File: src/sv/slr_pkg.sv
// Package for the shallow line rasterizer: screen geometry, field widths,
// opcodes, status codes and the structs passed between the pipeline stages.
// No dependencies.
package slr_pkg;

    localparam int SCREEN_WIDTH  = 512;
    localparam int SCREEN_HEIGHT = 256;
    localparam int COORD_BITS    = 12;

    localparam int ADDR_BITS  = 17;
    localparam int COLOR_BITS = 8;
    localparam int DEC_BITS   = COORD_BITS + 4;   // decision value, signed
    localparam int FLAT_BITS  = COORD_BITS + 2;   // 2|dy|, unsigned
    localparam int STEP_BITS  = COORD_BITS + 3;   // 2(|dy| - dx), signed

    localparam logic OP_START   = 1'b0;
    localparam logic OP_ADVANCE = 1'b1;

    localparam logic [1:0] ST_PIXEL = 2'd0;
    localparam logic [1:0] ST_STEEP = 2'd1;
    localparam logic [1:0] ST_IDLE  = 2'd2;

    typedef struct packed {
        logic [COLOR_BITS-1:0] red;
        logic [COLOR_BITS-1:0] green;
        logic [COLOR_BITS-1:0] blue;
    } t_color;

    // Pixel as produced by the step stage, before window check.
    typedef struct packed {
        logic [1:0]                   status;
        logic signed [COORD_BITS-1:0] x;
        logic signed [COORD_BITS-1:0] y;
        t_color                       color;
        logic                         last;
    } t_pixel;

endpackage

File: src/sv/slr_if.sv
// Request and result channel interfaces of the shallow line rasterizer.
// Depends on slr_pkg.
interface slr_req_if;
    logic                                 valid;
    logic                                 ready;
    logic                                 opcode;
    logic signed [slr_pkg::COORD_BITS-1:0] first_x;
    logic signed [slr_pkg::COORD_BITS-1:0] first_y;
    logic signed [slr_pkg::COORD_BITS-1:0] second_x;
    logic signed [slr_pkg::COORD_BITS-1:0] second_y;
    logic [slr_pkg::COLOR_BITS-1:0]        red;
    logic [slr_pkg::COLOR_BITS-1:0]        green;
    logic [slr_pkg::COLOR_BITS-1:0]        blue;

    modport source (output valid, opcode, first_x, first_y, second_x, second_y,
                    red, green, blue, input ready);
    modport sink   (input valid, opcode, first_x, first_y, second_x, second_y,
                    red, green, blue, output ready);
endinterface

interface slr_res_if;
    logic                                 valid;
    logic                                 ready;
    logic [1:0]                           status;
    logic signed [slr_pkg::COORD_BITS-1:0] pixel_x;
    logic signed [slr_pkg::COORD_BITS-1:0] pixel_y;
    logic                                 in_window;
    logic [slr_pkg::ADDR_BITS-1:0]         pixel_address;
    logic [slr_pkg::COLOR_BITS-1:0]        out_red;
    logic [slr_pkg::COLOR_BITS-1:0]        out_green;
    logic [slr_pkg::COLOR_BITS-1:0]        out_blue;
    logic                                 last;

    modport source (output valid, status, pixel_x, pixel_y, in_window, pixel_address,
                    out_red, out_green, out_blue, last, input ready);
    modport sink   (input valid, status, pixel_x, pixel_y, in_window, pixel_address,
                    out_red, out_green, out_blue, last, output ready);
endinterface

File: src/sv/shallow_line_rasterizer.sv
// Shallow line rasterizer top level: step stage followed by address stage.
// Depends on slr_pkg, slr_if, slr_step and slr_addr.
//
//   channel  dir  payload
//   i_req    in   opcode, first_x/y, second_x/y, red, green, blue
//   o_res    out  status, pixel_x/y, in_window, pixel_address, colors, last
//
// One request per clock when not stalled; each is registered by both stages.
// The two stages share one enable: a held result stalls the whole pipeline,
// and i_req.ready is low only while o_res.valid is high and o_res.ready low.
// Synchronous active-low reset drops the active line and empties both stages.
module shallow_line_rasterizer (
    input  logic      i_clk,
    input  logic      i_rst_n,
    slr_req_if.sink   i_req,
    slr_res_if.source o_res
);
    import slr_pkg::*;

    logic   en;
    logic   pix_valid;
    t_pixel pix;

    assign en = !o_res.valid || o_res.ready;

    slr_step u_step (
        .i_clk       (i_clk),
        .i_rst_n     (i_rst_n),
        .i_en        (en),
        .i_req       (i_req),
        .o_pix_valid (pix_valid),
        .o_pix       (pix)
    );

    slr_addr u_addr (
        .i_clk       (i_clk),
        .i_rst_n     (i_rst_n),
        .i_en        (en),
        .i_pix_valid (pix_valid),
        .i_pix       (pix),
        .o_res       (o_res)
    );

`ifndef SYNTHESIS
    a_reset_empty: assert property (@(posedge i_clk) !i_rst_n |=> !o_res.valid)
        else $error("result valid right after reset");

    a_status_clean: assert property (@(posedge i_clk) disable iff (!i_rst_n)
        o_res.valid && o_res.status != ST_PIXEL |->
            !o_res.in_window && !o_res.last && o_res.pixel_address == '0)
        else $error("status result carries pixel data");

    a_outside_zero: assert property (@(posedge i_clk) disable iff (!i_rst_n)
        o_res.valid && !o_res.in_window |-> o_res.pixel_address == '0)
        else $error("address set outside window");
`endif

endmodule

File: src/sv/slr_step.sv
// Step stage: line setup and Bresenham stepping, holds the line state and
// registers the next pixel. Depends on slr_pkg and slr_req_if.
module slr_step (
    input  logic            i_clk,
    input  logic            i_rst_n,
    input  logic            i_en,
    slr_req_if.sink         i_req,
    output logic            o_pix_valid,
    output slr_pkg::t_pixel o_pix
);
    import slr_pkg::*;

    localparam int XB = COORD_BITS + 1;

    logic                         r_active, n_active;
    logic signed [COORD_BITS-1:0] r_cur_x, n_cur_x;
    logic signed [COORD_BITS-1:0] r_cur_y, n_cur_y;
    logic signed [COORD_BITS-1:0] r_end, n_end;
    logic signed [DEC_BITS-1:0]   r_dec, n_dec;
    logic [FLAT_BITS-1:0]         r_flat, n_flat;
    logic signed [STEP_BITS-1:0]  r_step, n_step;
    logic                         r_down, n_down;
    t_color                       r_color, n_color;
    t_pixel                       r_pix, n_pix;
    logic                         r_pix_valid;

    logic                         accept;
    logic signed [XB-1:0]         ax, ay, bx, by, x0, y0, x1, y1, dx, dy;
    logic [XB-1:0]                ady;
    logic                         swap;

    assign i_req.ready = i_en;
    assign accept      = i_req.valid && i_en;

    always_comb begin
        ax   = XB'(i_req.first_x);
        ay   = XB'(i_req.first_y);
        bx   = XB'(i_req.second_x);
        by   = XB'(i_req.second_y);
        swap = bx < ax;
        x0   = swap ? bx : ax;
        y0   = swap ? by : ay;
        x1   = swap ? ax : bx;
        y1   = swap ? ay : by;
        dx   = x1 - x0;
        dy   = y1 - y0;
        ady  = dy[XB-1] ? XB'(-dy) : XB'(dy);

        n_active = r_active;
        n_cur_x  = r_cur_x;
        n_cur_y  = r_cur_y;
        n_end    = r_end;
        n_dec    = r_dec;
        n_flat   = r_flat;
        n_step   = r_step;
        n_down   = r_down;
        n_color  = r_color;
        n_pix    = '0;

        if (i_req.opcode == OP_START) begin
            if (ady > $unsigned(dx)) begin
                n_active     = 1'b0;
                n_pix.status = ST_STEEP;
            end else begin
                n_color  = '{red: i_req.red, green: i_req.green, blue: i_req.blue};
                n_cur_x  = COORD_BITS'(x0);
                n_cur_y  = COORD_BITS'(y0);
                n_end    = COORD_BITS'(x1);
                n_down   = dy[XB-1];
                n_flat   = FLAT_BITS'({ady, 1'b0});
                n_step   = $signed(STEP_BITS'({ady, 1'b0})) - $signed(STEP_BITS'({dx, 1'b0}));
                n_dec    = $signed(DEC_BITS'({ady, 1'b0})) - DEC_BITS'(dx);
                n_active = dx != '0;
                n_pix    = '{status: ST_PIXEL, x: n_cur_x, y: n_cur_y,
                             color: n_color, last: dx == '0};
            end
        end else if (!r_active) begin
            n_pix.status = ST_IDLE;
        end else begin
            n_cur_x = r_cur_x + COORD_BITS'(1);
            if (r_dec > 0) begin
                n_cur_y = r_down ? r_cur_y - COORD_BITS'(1) : r_cur_y + COORD_BITS'(1);
                n_dec   = r_dec + DEC_BITS'(r_step);
            end else begin
                n_dec   = r_dec + $signed(DEC_BITS'(r_flat));
            end
            n_active = !(n_cur_x >= r_end);
            n_pix    = '{status: ST_PIXEL, x: n_cur_x, y: n_cur_y,
                         color: r_color, last: n_cur_x >= r_end};
        end
    end

    always_ff @(posedge i_clk) begin
        if (!i_rst_n) begin
            r_active    <= 1'b0;
            r_pix_valid <= 1'b0;
        end else if (i_en) begin
            r_pix_valid <= accept;
            if (accept) begin
                r_active <= n_active;
            end
        end
        if (accept) begin
            r_cur_x <= n_cur_x;
            r_cur_y <= n_cur_y;
            r_end   <= n_end;
            r_dec   <= n_dec;
            r_flat  <= n_flat;
            r_step  <= n_step;
            r_down  <= n_down;
            r_color <= n_color;
            r_pix   <= n_pix;
        end
    end

    assign o_pix_valid = r_pix_valid;
    assign o_pix       = r_pix;

endmodule

File: src/sv/slr_addr.sv
// Address stage: window check and framebuffer address, drives the result
// register. Depends on slr_pkg and slr_res_if.
module slr_addr (
    input  logic            i_clk,
    input  logic            i_rst_n,
    input  logic            i_en,
    input  logic            i_pix_valid,
    input  slr_pkg::t_pixel i_pix,
    slr_res_if.source       o_res
);
    import slr_pkg::*;

    localparam int UB = COORD_BITS + 1;

    logic                 r_valid;
    t_pixel               r_pix;
    logic                 r_in_window, n_in_window;
    logic [ADDR_BITS-1:0] r_addr, n_addr;
    logic [UB-1:0]        ux, uy;

    always_comb begin
        // coordinates as unsigned once the sign bit is known clear
        ux = {1'b0, i_pix.x};
        uy = {1'b0, i_pix.y};
        n_in_window = i_pix.status == ST_PIXEL
                   && !i_pix.x[COORD_BITS-1] && !i_pix.y[COORD_BITS-1]
                   && ux < UB'(SCREEN_WIDTH) && uy < UB'(SCREEN_HEIGHT);
        n_addr = n_in_window ? ADDR_BITS'(uy * SCREEN_WIDTH + ux) : '0;
    end

    always_ff @(posedge i_clk) begin
        if (!i_rst_n) begin
            r_valid <= 1'b0;
        end else if (i_en) begin
            r_valid <= i_pix_valid;
        end
        if (i_en && i_pix_valid) begin
            r_pix       <= i_pix;
            r_in_window <= n_in_window;
            r_addr      <= n_addr;
        end
    end

    assign o_res.valid         = r_valid;
    assign o_res.status        = r_pix.status;
    assign o_res.pixel_x       = r_pix.x;
    assign o_res.pixel_y       = r_pix.y;
    assign o_res.in_window     = r_in_window;
    assign o_res.pixel_address = r_addr;
    assign o_res.out_red       = r_pix.color.red;
    assign o_res.out_green     = r_pix.color.green;
    assign o_res.out_blue      = r_pix.color.blue;
    assign o_res.last          = r_pix.last;

endmodule
File: src/flat_wrapper.sv
// flat-port wrapper written by rule: the top's interface ports become plain ports
module shallow_line_rasterizer_flat import slr_pkg::*;
  (i_clk, i_rst_n, i_req_valid, i_req_opcode, i_req_first_x, i_req_first_y, i_req_second_x, i_req_second_y, i_req_red, i_req_green, i_req_blue, i_req_ready, o_res_valid, o_res_status, o_res_pixel_x, o_res_pixel_y, o_res_in_window, o_res_pixel_address, o_res_out_red, o_res_out_green, o_res_out_blue, o_res_last, o_res_ready);
  slr_req_if i_req_i ();
  slr_res_if o_res_i ();
  input  logic i_clk;
  input  logic i_rst_n;
  input wire logic [$bits(i_req_i.valid)-1:0] i_req_valid;
  input wire logic [$bits(i_req_i.opcode)-1:0] i_req_opcode;
  input wire logic [$bits(i_req_i.first_x)-1:0] i_req_first_x;
  input wire logic [$bits(i_req_i.first_y)-1:0] i_req_first_y;
  input wire logic [$bits(i_req_i.second_x)-1:0] i_req_second_x;
  input wire logic [$bits(i_req_i.second_y)-1:0] i_req_second_y;
  input wire logic [$bits(i_req_i.red)-1:0] i_req_red;
  input wire logic [$bits(i_req_i.green)-1:0] i_req_green;
  input wire logic [$bits(i_req_i.blue)-1:0] i_req_blue;
  output wire logic [$bits(i_req_i.ready)-1:0] i_req_ready;
  output wire logic [$bits(o_res_i.valid)-1:0] o_res_valid;
  output wire logic [$bits(o_res_i.status)-1:0] o_res_status;
  output wire logic [$bits(o_res_i.pixel_x)-1:0] o_res_pixel_x;
  output wire logic [$bits(o_res_i.pixel_y)-1:0] o_res_pixel_y;
  output wire logic [$bits(o_res_i.in_window)-1:0] o_res_in_window;
  output wire logic [$bits(o_res_i.pixel_address)-1:0] o_res_pixel_address;
  output wire logic [$bits(o_res_i.out_red)-1:0] o_res_out_red;
  output wire logic [$bits(o_res_i.out_green)-1:0] o_res_out_green;
  output wire logic [$bits(o_res_i.out_blue)-1:0] o_res_out_blue;
  output wire logic [$bits(o_res_i.last)-1:0] o_res_last;
  input wire logic [$bits(o_res_i.ready)-1:0] o_res_ready;
  assign i_req_i.valid = i_req_valid;
  assign i_req_i.opcode = i_req_opcode;
  assign i_req_i.first_x = i_req_first_x;
  assign i_req_i.first_y = i_req_first_y;
  assign i_req_i.second_x = i_req_second_x;
  assign i_req_i.second_y = i_req_second_y;
  assign i_req_i.red = i_req_red;
  assign i_req_i.green = i_req_green;
  assign i_req_i.blue = i_req_blue;
  assign i_req_ready = i_req_i.ready;
  assign o_res_valid = o_res_i.valid;
  assign o_res_status = o_res_i.status;
  assign o_res_pixel_x = o_res_i.pixel_x;
  assign o_res_pixel_y = o_res_i.pixel_y;
  assign o_res_in_window = o_res_i.in_window;
  assign o_res_pixel_address = o_res_i.pixel_address;
  assign o_res_out_red = o_res_i.out_red;
  assign o_res_out_green = o_res_i.out_green;
  assign o_res_out_blue = o_res_i.out_blue;
  assign o_res_last = o_res_i.last;
  assign o_res_i.ready = o_res_ready;
  shallow_line_rasterizer u_core (.i_clk(i_clk), .i_rst_n(i_rst_n), .i_req(i_req_i), .o_res(o_res_i));
endmodule
File: config.mk
export PLATFORM = sky130hd
export DESIGN_NAME = shallow_line_rasterizer_flat
export DESIGN_NICKNAME = d
export VERILOG_FILES = /design/src/sv/slr_pkg.sv /design/src/sv/slr_if.sv /design/src/sv/shallow_line_rasterizer.sv /design/src/sv/slr_step.sv /design/src/sv/slr_addr.sv /design/src/flat_wrapper.sv
export SDC_FILE = /design/constraint.sdc
export NUM_CORES = 1
export LEC_CHECK = 0
export BUFFER_PORTS_ARGS = -buffer_cell sky130_fd_sc_hd__buf_2
export CAP_MARGIN = 20
export CORE_MARGIN = 2
export CORE_UTILIZATION = 60
export CTS_CLUSTER_SIZE = 25
export DETAILED_ROUTE_END_ITERATION = 10
export GPL_ROUTABILITY_DRIVEN = 1
export PLACE_DENSITY_LB_ADDON = 0.25
export RECOVER_POWER = 25
export SYNTH_ARGS = -nofsm -noshare
export SYNTH_HDL_FRONTEND = slang
export SYNTH_SLANG_ARGS = --single-unit
File: constraint.sdc
create_clock -name i_clk -period 11.6 [get_ports i_clk]
set_input_delay 0 -clock i_clk [delete_from_list [all_inputs] [get_ports i_clk]]
set_output_delay 0 -clock i_clk [all_outputs]
set_load 0.1 [all_outputs]
* After elaboration in Yosys (flattened, before gate mapping) *
Cells that the tools add are included.

storage, ports and cells
  register bits after elaboration = 228
  bits in latches = 0
  memory bits (writable) = 0
  ROM bits = 0
  input port bits = 77
  output and inout port bits = 71
  word-level logic and storage cells = 92
  memories = 0

cells by class
  add/subtract/negate cells = 11
  multipliers = 0
  divide/modulo/power cells = 0
  magnitude comparators = 6
  equal/unequal tests = 2
  shift-type cells = 0
  muxes and demuxes = 25
  bitwise logic cells = 2
  reductions and logical operators = 17

operator list
  operator                                                                         count
  49-bit two-way mux                                                               2
  12-bit two-way mux                                                               8
  13-bit two-way mux                                                               5
  16-bit two-way mux                                                               4
  51-bit two-way mux                                                               1
  16-bit by 15-bit adder with 16-bit output                                        2
  13-bit subtractor                                                                2
  12-bit by 2-bit adder with 12-bit output (second input constant)                 2
  17-bit by 12-bit adder with 17-bit output                                        1
  16-bit by 1-bit > comparator with 1-bit output (second input constant)           1
  15-bit by 13-bit subtractor with 16-bit output                                   1
  14-bit by 14-bit subtractor with 15-bit output                                   1
  13-bit > comparator                                                              1
  13-bit logical NOT                                                               1
  13-bit negation                                                                  1
  13-bit nonzero test                                                              1
  12-bit greater-or-equal comparator                                               1
  12-bit by 10-bit less-than comparator with 1-bit output (second input constant)  1
  12-bit less-than comparator                                                      1
  12-bit by 9-bit less-than comparator with 1-bit output (second input constant)   1
  12-bit by 2-bit subtractor with 12-bit output (second input constant)            1
  1-bit logical AND                                                                6
  3-bit AND reduction                                                              2
  1-bit logical NOT                                                                4
  other kinds (8)                                                                  12

* Longest topological paths before layout *
Gate-level depths: netlist of the first run.

  depth in word-level cells = 8
  mapped depth = 38
  gate-level depth less buffers = 33

* Modules after synthesis *
Synthesis of the first run repeated with hierarchy kept, for this count alone.

unflattened totals
  cell total of the unflattened synthesis = 1,260
  area total of the unflattened synthesis = 13,897.1 µm²

modules (own cells, without submodules)
  module                   instances  cells an instance  area each (µm²)  seq. area each (µm²)
  slr_step                 1          1,139              11,439.7         4,694.5
  slr_addr                 1          120                2,451.1          2,092.0
  shallow_line_rasterizer  1          1                  6.3              0.0

* Worst setup path after synthesis of the first run *
Ideal clock, no wire load.

  path kind = input to register
  start point = input port i_req_first_x[9]
  end point = register u_core.u_step.r_cur_x[0], enable pin
  library setup time = 0.494 ns
  arrival = 9.603 ns
  required time = 11.106 ns
  slack = 1.503 ns
  stages on the path = 33
  buffers on the path = 4
  cell sequence = inv_1 -> ha_1 -> buf_2 -> a21o_1 -> a2111oi_4 -> o22ai_1 -> nor2_1 -> clkbuf_1 -> clkbuf_1 -> a21oi_1 -> ha_1 -> o31ai_1 -> a221oi_1 -> o31ai_1 -> nor3b_2 -> nor3_1 -> o41ai_2 -> and2_1 -> clkbuf_1 -> a21o_1 -> ha_1 -> nor2b_1 -> o21ai_0 -> a21boi_0 -> o21ai_0 -> a21boi_0 -> o21ai_0 -> nand2b_1 -> a211o_1 -> a311oi_1 -> o211a_1 -> a311oi_2 -> a211oi_1

between the ends
  elaborated cells on any way between the ends = 12
  classes of those cells = add/sub (3); order compare (2); eq/ne (1); mux (5); reduce/logical (1)

RTL lines
  what                                    line                            text
  start, declared                         flat_wrapper.sv:10              input wire logic [$bits(i_req_i.first_x)-1:0] i_req_first_x;
  12-bit less-than comparator *           slr_step.sv:40                  swap = bx < ax;
  13-bit two-way mux (on tied branches)   slr_step.sv:44, slr_step.sv:42
  13-bit subtractor *                     slr_step.sv:46                  dy = y1 - y0;
  net u_core.u_step.dy[12]                slr_step.sv:28                  logic signed [XB-1:0] ax, ay, bx, by, x0, y0, x1, y1, dx, dy;
  13-bit two-way mux *                    slr_step.sv:47                  ady = dy[XB-1] ? XB'(-dy) : XB'(dy);
  net u_core.u_step.ady[1]                slr_step.sv:29                  logic [XB-1:0] ady;
  13-bit > comparator *                   slr_step.sv:61                  if (ady > $unsigned(dx)) begin
  2-bit != test (no source line) *        --
  3-bit AND reduction (no source line) *  --
  end signal, assigned                    slr_step.sv:104                 r_cur_x <= n_cur_x;
  end, declared                           slr_step.sv:16                  logic signed [COORD_BITS-1:0] r_cur_x, n_cur_x;

Mark *: on every way through the listed nets, which the timed path passes. The rest lies on a longest branch.
A chain may end at the register's enable or synchronous reset.

* Final worst setup path of the first run *
  start point = input port i_req_first_x[7]
  end point = register u_core.u_step.r_color[18] in the netlist's numbering, enable pin

between the ends
  cells in the longest elaborated chain, start to end = 8
  elaborated cells on any way between the ends = 12
  classes of those cells = add/sub (3); order compare (2); mux (5); bitwise (1); reduce/logical (1)

RTL lines
  what                                    line                            text
  12-bit less-than comparator *           slr_step.sv:40
  13-bit two-way mux (on tied branches)   slr_step.sv:44, slr_step.sv:42
  13-bit subtractor *                     slr_step.sv:46
  13-bit negation                         slr_step.sv:47
  13-bit two-way mux *                    slr_step.sv:47
  net u_core.u_step.ady[1]                slr_step.sv:29
  13-bit > comparator *                   slr_step.sv:61
  1-bit NOT (no source line) *            --
  3-bit AND reduction (no source line) *  --
  end signal, assigned                    slr_step.sv:111                 r_color <= n_color;
  end, declared                           slr_step.sv:23                  t_color r_color, n_color;

Marks and branches as above.

==> results of run 1 <==
## per-stage QoR
step | power [mW] | setup WS [ps] | cells | area, µm² | utilization
after global placement | 2.61 | 2730 | 1647 | 14700 | 0.652
final | 3.38 | 2080 | 1740 | 15800 | 0.703
after CTS | 3.36 | 2220 | 1738 | 15900 | 0.706
after detailed placement | 2.66 | 2290 | 1647 | 14700 | 0.652
after global routing | 3.57 | 1390 | 1740 | 15800 | 0.703
after floorplan | 2.32 | 1500 | 1242 | 13700 | -
## kinds of logic after synthesis
group           Yosys count
compound gates          324
xor+xnor                 81
fa+ha+maj                96
buf+inv                 137
flops                   227
mux                      55
simple gates            322
## layout make-up
| type | instances | area [µm²] |
|---|---|---|
| clock buffers | 26 | 566 |
| diodes | 1 | 2.50 |
| flip-flops and latches | 227 | 6790 |
| inverters | 101 | 379 |
| repair buffers | 209 | 1250 |
| fillers | 1604 | 6690 |
| clock inverters | 13 | 120 |
| multi-input cells | 878 | 6350 |
| well taps | 285 | 357 |
## power by group through the flow
stage / sequential, mW / clock (mW) / combinational (mW)
6_report: 1.21 / 0.685 / 1.49
2_1_floorplan: 1.32 / 0 / 1.00
4_1_cts: 1.21 / 0.690 / 1.46
5_1_grt: 1.22 / 0.725 / 1.62
3_3_place_gp: 1.22 / 0 / 1.40
3_5_place_dp: 1.22 / 0 / 1.43
## final timing paths
path,start,endpoint,slack (ps),cells past startpoint
min reg2reg,u_core.u_step.o_pix[13]$_DFFE_PP_,u_core.u_addr.o_res.out_green[4]$_DFFE_PP_,420,0
max reg2reg,u_core.u_step.r_dec[2]$_DFFE_PP_,u_core.u_step.r_dec[15]$_DFFE_PP_,6160,18
max,i_req_first_x[7],u_core.u_step.r_color[18]$_DFFE_PP_,2080,36
min,i_req_first_x[2],u_core.u_step.r_end[2]$_DFFE_PP_,20,3
## routing by layer
layer	up-vias	wire (µm)	track usage
met5	-	0	0
met4	0	960	0.0851
met3	62	2740	0.0476
met2	435	15500	0.453
met1	4873	14100	0.373
li1	4999	-	-
## registers in the layout, summed over array words and instances (netlist names), 2 cells and up
register,flops
u_core.u_step.o_pix,51
u_core.u_addr.o_res.out_blue,8
u_core.u_step.r_flat,13
u_core.u_step.r_end,12
u_core.u_step.r_dec,16
u_core.u_step.r_cur_y,12
u_core.u_step.r_cur_x,12
u_core.u_addr.o_res.status,2
u_core.u_step.r_color,24
u_core.u_step.r_step,14
u_core.u_addr.o_res.pixel_address,17
u_core.u_addr.o_res.out_green,8
u_core.u_addr.o_res.pixel_y,12
u_core.u_addr.o_res.out_red,8
u_core.u_addr.o_res.pixel_x,12
## cells in the mapped netlist, types with 24 or more instances
master and count:
edfxtp_1 224, nor2_1 104, o21ai_0 59, nor2b_1 34, clkbuf_1 25, nand2_1 68
mux2i_1 35, ha_1 80, a22o_1 24, inv_1 99, xnor2_1 51, xor2_1 29
a21oi_1 82
## worst max-delay path, delay by kind of cell
| family | cells | cell delay, ps |
|---|---|---|
| adders and majority gates | 3 | 950 |
| and+or+nand+nor | 12 | 3210 |
| AOI/OAI and AO/OA | 16 | 3880 |
| buffers and inverters | 5 | 1550 |
## what timing repair did
action / 4_1_cts / 5_1_grt
endpoints found under the hold margin: 72 / 0
hold buffers: 52 / 0
setup buffers: 0 / 0
==> results.md, run 1 <==
Place:
- The congestion estimate from routability-driven global placement came to approximately 0.94.
- Input and output buffers added on the ports amount to about 150.
- The sum of net half-perimeters after detailed placement is between 20,000 and 25,000 µm.

Die:
- The overall die area is between 20,000 and 25,000 µm².
- The count of boundary I/O pins is ~150.
- The floorplan step set the die height to 155 µm.
- The placeable core region is around 23,000 µm².
- The starting density of the core is 0.607.
- The site row count is 55.
- The die is roughly 150 µm wide.

Drt:
- The post-detailed-routing wire length is approximately 33,000 µm.
- The routed layout has around 10,000 vias.
- The post-route DRC violation count is 0.
- For this block, the initial DRC count from the detailed router was between 900 and 1,000.
- The number of optimization iterations in the first detailed-route pass is 7.
- After detailed routing, the number of vias per cell comes to 5.96.
- The wire length per cell after detailed routing is 19.1 µm.
- In this run the remaining antenna-violating nets after routing total 0.

Clock tree:
- The root buffer cell chosen for the clock tree is clkbuf_16.
- The number of buffers created by CTS is 22.
- The level count of the clock H-tree is 1.
- The sink count of the clock tree is ~230.
- After clock tree synthesis, the clock-pin slew on the worst setup and hold paths is ~60 ps.
- TritonCTS built the clock tree.
- After clock tree synthesis, the repair step resized 0 gates.
- The source-to-sink clock delay at the later pin of the worst-skew pair is just over 500 ps.
- The longest clock path from root to sink contains 3 buffers.

Power:
- The switching share of total power is 0.381.
- The share of total power dissipated in the clock network is 0.203.
- The analysis attributes to cell leakage a power of around 6.3 nW.
- The relative contribution of combinational cells to total power is 0.439.
- The share of total power dissipated in sequential elements is 0.358.
- Dividing total power by cell area gives a power density of between 200 and 250 nW/µm².
- The internal portion of the total power is 2.09 mW.
- VDD sags by at most around 130 µV.
- The switching power total is 1.29 mW.

Global route:
- Entering global routing, the biggest net connects between 70 and 80 pins.
- The wire length of the first global-routing pass is between 50,000 and 60,000 µm.
- The number of antenna violations at the first check in global routing is 1.
- The overall global routing resource usage is 0.274.
- The number of global-route vias before repair is 9,840.
- The overall overflow remaining after global route is 0.

Critical path:
- The data required time at the worst endpoint is between 10,000 and 15,000 ps.
- STA classifies the critical path startpoint as an input port.
- The worst path arrival time is around 9700 ps.
- Of all nets on the critical path, the largest fanout is 70.
- The worst setup path is captured at a flip-flop.
- The critical path's slowest cell is nor2_4.
- In this design, the stage delay of the slowest critical-path cell is ~700 ps.
- The worst setup path is of the input port to flip-flop kind.

Cells and area:
- The area growth from synthesis to layout is 15.7%.
- The library cell used most frequently in the layout, excluding fill and tap cells, is edfxtp_1.
- The fraction of final layout cells sized beyond drive strength 1 is 0.109.
- In the layout the commonest cells are edfxtp_1, nor2_1, inv_1, a21oi_1, ha_1.
- In the final design database the tool counted roughly 1,600 nets.

Logic synthesis:
- The number of distinct library cells after synthesis is between 80 and 90.
- Of the total synthesized cell area, the portion taken by AND, OR, NAND and NOR gates is 0.116.
- The synthesized-area fraction occupied by ao, oa, aoi and oai cells is 0.163.
- For this run, asynchronously set or reset flops after synthesis account for 0.
- Of the total synthesized cell area, the portion taken by full adders, half adders and majority gates is 0.0887.
- The number of synthesized flops with an enable pin is ~220.
- The post-synthesis xor/xnor area fraction is 0.0525.
- Of the post-synthesis cell area, the dominant cell type holds 0.492.
- After synthesis the netlist holds a flip-flop and latch count of approximately 230.
- The number of nets produced by synthesis is between 1,000 and 1,500.
- The post-synthesis cell area is roughly 14,000 µm².
- Sorting the synthesized cells by area gives the leading types as edfxtp_1, ha_1, xnor2_1, a21oi_1, nor2_1.
- The multiplexer share of the synthesized area is 0.0421.
- Yosys printed 0 warnings.
- The proportion of synthesized chip area in sequential cells is 0.497.
- The most used flip-flop cell after synthesis is edfxtp_1.
- The post-synthesis cell count is ~1,200.
- The main combinational cell family by area after synthesis is compound AO/OA/AOI/OAI gates.
- edfxtp_1 takes more of the synthesized area than any other cell.
- The average instance in the mapped netlist occupies between 10 and 15 µm².

STA:
- The time the final worst path needs with I/O delays and setup is ~9500 ps.
- Setup repair after global routing left no endpoint under its margin.
- The final count of hold timing violations is 0.
- Headroom to the max-slew limit came out at 0.210.
- The worst hold slack is 20.5 ps.
- For the pin with the worst max-slew slack, the measured transition is 1190 ps.
- The highest clock frequency the design can meet is approximately 110 MHz.
- The period utilization is 0.820.
- The total setup violations reported at the end of the flow is 0.
- The final count of pins violating max slew is 0.
- The sum of negative setup slack is 0 ps.
- The post-route clock skew is between 15 and 20 ps.

Run status:
- The run finished with clean final reports.

Flow run:
- The tool flagged a number of max-cap violations equal to 0.

Min path:
- The kind of path behind the tightest hold check is input port to flip-flop.
Power figures use the tool's default switching activity.
==> run 2: changes to the inputs <==
Settings changed: ABC_AREA set to 1, CORE_UTILIZATION 60 to 54.
Clock period 11.6 ns to 7.8 ns, I/O delays scaled along.
==> results.md, run 2 <==
STA:
- Setup repair after global routing left no endpoint under its margin.
- The sum of negative setup slack is 0 ps.
- In this run the tightest slew margin relative to its limit is -1.06.
- The final count of hold timing violations came to 0.
- The period utilization is 0.885.
- Static timing analysis puts the maximum clock frequency at around 140 MHz.
- The final count of pins violating max slew was roughly 70.
- Setup violations remaining at the end of the flow were counted as 0.
- The post-layout worst setup margin is ~900 ps.
- The worst hold slack is ~13 ps.
- At the pin with the least slew margin, the transition time is just over 3000 ps.
- The post-route clock skew is approximately 9 ps.
- Subtracting the final worst setup slack from the clock period gives about 6900 ps.

Logic synthesis:
- Of the post-synthesis cell area, the dominant cell type holds 0.505.
- The most used flip-flop cell after synthesis is edfxtp_1.
- The mean post-synth cell area is 9.10 µm².
- The post-synthesis cell area is around 13,000 µm².
- Counting distinct cell types in the post-synthesis netlist gives 53.
- Counting instances in the post-synthesis netlist gives the leading cell types as nand2_1, edfxtp_1, inv_1.
- The number of nets produced by synthesis is 1,626.
- The largest total area in the synthesized netlist belongs to edfxtp_1.
- Yosys instantiated no cell more often than nand2_1.
- The fraction of registers with async set or reset after synthesis is 0.
- Synthesis produced 1,464 cells.
- For this run, the register share of the synthesized area comes to 0.510.
- Counting flops and latches in the post-synthesis netlist gives between 200 and 250.
- In the post-synthesis netlist, the biggest area contributors are edfxtp_1, nand2_1, ha_1, inv_1, nor2_1.
- For this run, the number of Yosys warnings is 0.
- Yosys mapped a number of flops with a built-in enable equal to around 220.

Min path:
- The path class of the tightest hold or removal check is input port to flip-flop.

Global route:
- For this run, global-route usage on met3 was measured as 0.0285.
- In the global route stage, overall resource usage came out at 0.246.
- The wire length of the first global-routing pass is around 51,000 µm.
- For this run, global-route usage on met1 was measured as 0.325.
- The overall overflow remaining after global route is 0.
- Entering global routing, the biggest net connects 70 pins.
- The number of global-route vias before repair is around 10,000.
- The global-route met2 utilization is 0.431.
- The number of antenna violations at the first check in global routing is 0.
- The routing layer with the top usage in global route is met2.

Power:
- The total chip power is between 4 and 5 mW.
- In this run the static leakage power is a little under 7 nW.
- The sequential fraction of design power is 0.371.
- The switching power total is ~1.8 mW.
- The relative contribution of combinational cells to total power is 0.411.
- Across the VDD grid, the largest voltage drop is 172 µV.
- The switching share of total power is 0.392.
- The power density over cell area is slightly above 300 nW/µm².
- The cell-internal power is 2.84 mW.
- The portion of total power attributed to the clock network is 0.218.

Drt:
- The number of optimization iterations in the first detailed-route pass is 5.
- Summed over all layers, the routed wires come to about 32,000 µm.
- The post-route DRC violation count is 0.
- The first routing iteration left ~800 violations.
- The average via count per standard cell is approximately 5.3.
- For this block, the via count after detailed routing is ~11,000.
- In the final routed layout, each cell accounts on average for roughly 16 µm.
- Once detail routing completed, the nets flagged for antenna violations numbered 0.

Cells and area:
- Leaving out fill and tap cells, the most frequent cells in the layout are nand2_1, edfxtp_1, inv_1, nor2_1, nand3_1.
- The fraction of final layout cells sized beyond drive strength 1 is 0.103.
- The growth of design area from synthesis to finish is 16.2%.
- The final cell count without fillers is around 2,000.
- The area of all placed cells without fillers is 15,500 µm².
- The register with the most flip-flops in the layout has roughly 50 of them.
- Leaving out fill and tap cells, the most frequent cell in the layout is nand2_1.
- Measured on the finished design, the core utilization comes to 0.638.
- The number of antenna cells inserted is 0.
- After the last flow step, the layout net total stands at 1,821.

Place:
- The placed instances occupy a cell area of approximately 14,000 µm².
- The count of buffers added on input and output ports is about 150.
- The placed instance count is approximately 1,900.
- The sum of net half-perimeters after detailed placement is about 23,000 µm.
- Routability-driven placement finished with a final weighted congestion of around 0.96.
- The worst slack at placement is 1010 ps.

Die:
- Measured along the y axis, the die boundary spans 161 µm.
- The die boundary width is 161 µm.
- The overall die area is 25,900 µm².
- The count of boundary I/O pins is about 150.
- The initial utilization of the core area, before any placement, comes to 0.549.
- The site row count is 57.
- The placeable core region is about 24,000 µm².

Critical path:
- The data required time at the worst endpoint is 8000 ps.
- The worst setup path is captured at a flip-flop.
- The critical path launch point type is an input port.
- The worst register-to-register path ends at u_core.u_step.r_dec[15]$_DFFE_PP_.
- The critical setup path kind is input port to flip-flop.
- The largest stage delay on the critical path is approximately 780 ps.
- The critical path's slowest cell is nor2_4.
- The worst register-to-register path has a depth of 27.
- Data on the critical path arrives at its endpoint at 7100 ps.
- The termination of the worst setup path is u_core.u_step.r_color[0]$_DFFE_PP_.
- The launching point of the worst reg2reg path is u_core.u_step.r_dec[1]$_DFFE_PP_.
- The beginning of the critical path is i_req_second_x[11].
- The largest fanout on the critical path is 67.
- The most used cell along the critical path is nand2_1.
- Across all register-to-register paths, the minimum setup slack is ~2600 ps.

Clock tree:
- Clock-pin slew was measured on the worst setup and hold paths at 60 ps.
- The sink count of the clock tree is about 230.
- The tree is rooted in a clkbuf_16.
- In this run the number of H-tree levels came out at 1.
- TritonCTS built the clock tree.
- The number of buffers created by CTS is 22.
- Counting along the longest clock path gives a buffer depth of 3.
- The source-to-sink clock delay at the later pin of the worst-skew pair is a little over 500 ps.

Run status:
- The final reports fail on capacitance limit, slew limit.
- The flow ran to the end, but the final reports show violations.

Flow run:
- Across the run, the number of max-cap violations was 1.
-- run 2: cell count changes after synthesis, sizes merged, moves of 21 or more --
cell   change
a21o      -21
o21ai     +56
xnor2     -42
inv       +96
nand3     +71
nor2b     -34
a22o      -24
mux2i     -34
nand2    +307
-- run 2: what timing repair did --
action | in CTS | in global routing
endpoints found under the hold margin | 63 | 0
endpoints found under the setup margin | 0 | 0
setup buffers | 0 | 0
resized for setup | 0 | 0
hold buffers | 50 | 0
-- run 2: critical path, delay by kind of cell --
kind | cells | cell delay (ps)
simple gates | 27 | 3960
buf+inv | 4 | 1100
fa+ha+maj | 3 | 890
compound gates | 4 | 860
xor+xnor | 1 | 260
-- run 2: logic make-up after synthesis --
family                   Yosys count  share of synthesized area
flip-flops                       227                      0.510
multiplexers                       1                   0.000752
AND/OR/NAND/NOR                  634                      0.205
adder cells (fa/ha/maj)           85                     0.0827
XOR/XNOR                          44                     0.0295
AO/OA/AOI/OAI                    241                      0.102
buffers and inverters            232                     0.0701
-- run 2: final cells by class --
| class | instances | area, µm² |
|---|---|---|
| clock inverters | 12 | 63.8 |
| well taps | 324 | 405 |
| fillers | 2002 | 8780 |
| repair buffers | 206 | 1230 |
| multi-input cells | 1005 | 5610 |
| inverters | 197 | 739 |
| clock buffers | 28 | 634 |
| flip-flops and latches | 227 | 6790 |
-- run 2: layer usage --
layer / vias to the layer above / part of all wire
met5: - / 0
met4: 0 / 0.024
met3: 52 / 0.061
met2: 352 / 0.49
met1: 4948 / 0.43
li1: 5320 / -
-- run 2: how the worst min path moves through the flow --
stage / from / endpoint / slack, ps / cells after the start
6_report: i_req_second_x[2] / u_core.u_step.r_end[2]$_DFFE_PP_ / 10 / 3
5_1_grt: i_req_second_y[6] / u_core.u_step.r_cur_y[6]$_DFFE_PP_ / 30 / 3
4_1_cts: i_req_second_x[2] / u_core.u_step.r_end[2]$_DFFE_PP_ / 4 / 3
3_5_place_dp: i_req_green[1] / u_core.u_step.r_color[9]$_DFFE_PP_ / 200 / 1
3_3_place_gp: i_req_green[1] / u_core.u_step.r_color[9]$_DFFE_PP_ / 200 / 1
2_1_floorplan: i_req_blue[0] / u_core.u_step.r_color[0]$_DFFE_PP_ / 100 / 0
-- run 2: power by group through the flow --
stage,clock network [mW],logic (mW),registers [mW]
after floorplan,0,1.28,1.90
after global placement,0,1.81,1.75
after detailed placement,0,1.87,1.76
after CTS,1.03,1.91,1.73
after global routing,1.08,2.14,1.75
final,1.02,1.92,1.73
==> run 3: changes to the inputs <==
Settings changed: CORE_MARGIN 2 to unset, CORE_UTILIZATION 54 to 60.
Clock period 7.8 ns to 7.6 ns, I/O delays scaled along.
==> results.md, run 3 (synthesis results as in run 2) <==
Cells and area:
- The register with the most flip-flops in the layout has 51 of them.
- After the last flow step, the layout net total stands at about 1,800.
- The number of antenna diodes in the final layout is 0.
- For this run, the share of the core covered by cells in the final layout is 0.713.
- In the final layout, the share of cells above drive strength 1 is 0.105.
- Leaving out filler cells and counting taps, the final layout contains between 1,500 and 2,000.
- Leaving out fill and tap cells, the most frequent cells in the layout are nand2_1, edfxtp_1, inv_1, nor2_1, nand3_1.
- The count of fill cells added during filler insertion is roughly 1,600.
- The growth of design area from synthesis to finish is 16.8%.
- Leaving out fill and tap cells, the most frequent cell in the layout is nand2_1.

STA:
- Subtracting the final worst setup slack from the clock period gives about 6600 ps.
- Setup violations remaining at the end of the flow were counted as 0.
- Setup repair after global routing left no endpoint under its margin.
- The post-layout worst setup margin is 966 ps.
- The sum of negative setup slack is 0 ps.
- Based on the critical path, the design can be clocked at up to 151 MHz.
- The period utilization is 0.873.
- On the final layout, the worst clock skew is 15.1 ps.
- The transition time at the pin with the least slew margin is approximately 1200 ps.
- The final count of pins violating max slew came to 0.
- Measured against its own limit, the worst slew margin works out to 0.210.
- The final count of hold timing violations came to 0.

Place:
- During placement, the flow inserted port buffers numbering 147.
- Routability-driven placement finished with a final weighted congestion of between 0.9 and 1.
- The placed instance count is around 1,900.
- After legalization and detailed placement, the total HPWL measured ~22,000 µm.
- The worst slack at placement is about 1100 ps.

Clock tree:
- At the later pin of the worst-skew pair, clock insertion delay measures 510 ps.
- The number of buffers on the longest clock path is 3.
- TritonCTS built the clock tree.
- The cell sitting at the root of the clock tree is a clkbuf_16.
- The count of cells resized by post-cts repair is 0.
- For this design, the CTS-stage hold fixing added 55 buffers.
- The clock net in this run drives a total of 227 sinks.
- The clock transition time at the flip-flop clock pins of the worst setup and hold paths is roughly 60 ps.
- Post-CTS timing repair inserted 0 buffers for setup.
- The level count of the clock H-tree is 1.
- The number of buffers created by CTS is 23.

Drt:
- The routed design has about 31,000 µm of wire.
- After detailed routing, the wire length on met1 is between 10,000 and 15,000 µm.
- The wire length per cell after detailed routing is ~16 µm.
- The total length of routed met3 wires is between 2000 and 2500 µm.
- After detailed routing, the met2 layer carries ~15,000 µm of wire.
- The detail route stage leaves a number of antenna-violating nets equal to 0.
- The routed layout has 10,688 vias.
- The detailed router's first-iteration violation count is 702.
- The post-route DRC violation count is 0.
- The pre-antenna-repair detailed-routing pass consisted of 5 iterations.
- The uppermost signal routing layer after detailed routing is met4.
- In the routed layout, each cell is associated on average with a via count of 5.45.

Critical path:
- The length in cells of the worst reg-to-reg path is 27.
- The register-to-register path setup slack is roughly 2600 ps.
- The data required time at the worst endpoint is 7770 ps.
- The largest stage delay on the critical path is 620 ps.
- The most used cell along the critical path is nand2_1.
- The endpoint of the worst register-to-register path is u_core.u_step.r_dec[15]$_DFFE_PP_.
- In this run the critical register-to-register path is launched from u_core.u_step.r_dec[2]$_DFFE_PP_.
- In this run the worst path has a maximum fanout of 67.
- The worst setup path is captured at a flip-flop.
- The critical path launch point type is an input port.
- The worst path arrival time is 6800 ps.
- By startpoint and endpoint, the worst setup path is classified as input port to flip-flop.
- The critical path's slowest cell is nand2_4.

Power:
- For this design the total switching power over the nets is between 1.5 and 2 mW.
- The cell-internal power is approximately 3.0 mW.
- Summed over all cells, the static leakage comes to 6.96 nW.
- The power density over cell area is about 320 nW/µm².
- The relative contribution of combinational cells to total power is 0.398.
- Of the total power, the share spent switching nets is 0.384.
- Of the total power, registers draw 0.361.
- The worst supply voltage drop on vdd is about 190 µV.
- The portion of total power attributed to the clock network is 0.241.

Die:
- The site row count is 54.
- The placeable core region is about 22,000 µm².
- Measured along the y axis, the die boundary spans 151 µm.
- The die boundary width is between 150 and 200 µm.
- The starting density of the core is 0.610.
- The floorplan step defined a die boundary enclosing between 20,000 and 25,000 µm².
- The count of boundary I/O pins is about 150.

Global route:
- Summed over all layers, the global routing overflow is 0.
- The wire length of the first global-routing pass is 49,100 µm.
- The overall global routing resource usage is 0.276.
- The number of global-route vias before repair is 10,112.
- Entering global routing, the biggest net connects 70 pins.
- The number of antenna violations at the first check in global routing is 0.

Min path:
- The startpoint of the lowest-slack hold path is i_req_first_x[11].
- In this run the worst hold path is classified as input port to flip-flop.
- Along the worst hold path, the cell count comes to 3.
- The path with the worst hold slack has its endpoint at u_core.u_step.r_end[11]$_DFFE_PP_.

Run status:
- The run finished with clean final reports.

Flow run:
- The tool flagged a number of max-cap violations equal to 0.
[run 3: cell count changes in the layout (fill, tap and decap cells not counted), moves of 2 or more]
cell           before  now
bufinv_16           0    4
clkinv_2            5    2
inv_6               1    3
clkinv_4            0    2
clkbuf_8            4    2
dlygate4sd3_1      50   55
[run 3: final cells by class]
class | count | area [µm²] | area share
Clock buffer | 27 | 611 | 0.0393
Inverter | 197 | 739 | 0.0475
Tap cell | 280 | 350 | 0.0225
Timing Repair Buffer | 210 | 1260 | 0.0812
Multi-Input combinational cell | 1005 | 5610 | 0.361
Clock inverter | 15 | 193 | 0.0124
Sequential cell | 227 | 6790 | 0.436
[run 3: worst max-delay path by stage]
stage                             startpoint                            endpoint  slack (ps)  cells past startpoint
final                     i_req_second_x[11]   u_core.u_step.r_end[11]$_DFFE_PP_         970                     39
after global routing      i_req_second_x[11]    u_core.u_step.r_end[5]$_DFFE_PP_         410                     42
after CTS                 i_req_second_x[11]    u_core.u_step.r_end[1]$_DFFE_PP_        1040                     39
after detailed placement  i_req_second_x[11]    u_core.u_step.r_end[1]$_DFFE_PP_        1130                     38
after global placement    i_req_second_x[11]  u_core.u_step.r_cur_x[3]$_DFFE_PP_        1420                     38
after floorplan            i_req_first_x[11]  u_core.u_step.r_color[0]$_DFFE_PP_        1020                     39
[run 3: critical path, delay by kind of cell]
kind / cells / cell delay, ps
AOI/OAI and AO/OA: 4 / 900
xor gates and xnor gates: 1 / 280
adders and majority gates: 3 / 880
buffers and inverters: 4 / 1080
and+or+nand+nor: 27 / 3570
[run 3: routing by layer]
layer	GRT usage	up-vias
met2	0.472	410
met3	0.0377	55
met4	0.0855	0
met1	0.365	4882
met5	0	-
li1	-	5341
[run 3: power groups by stage]
stage	registers, mW	logic, mW	clock network [mW]
6_report	1.78	1.96	1.19
5_1_grt	1.80	2.19	1.24
4_1_cts	1.78	1.95	1.20
3_5_place_dp	1.80	1.90	0
3_3_place_gp	1.79	1.84	0
2_1_floorplan	1.95	1.32	0
[run 3: metrics by stage]
step	power, mW	area (µm²)	hold WS, ps
final	4.93	15600	47.5
after global routing	5.23	15600	34.3
after CTS	4.92	15700	18.2
after detailed placement	3.70	14300	193
after global placement	3.64	14300	191
after floorplan	3.27	13300	98.9
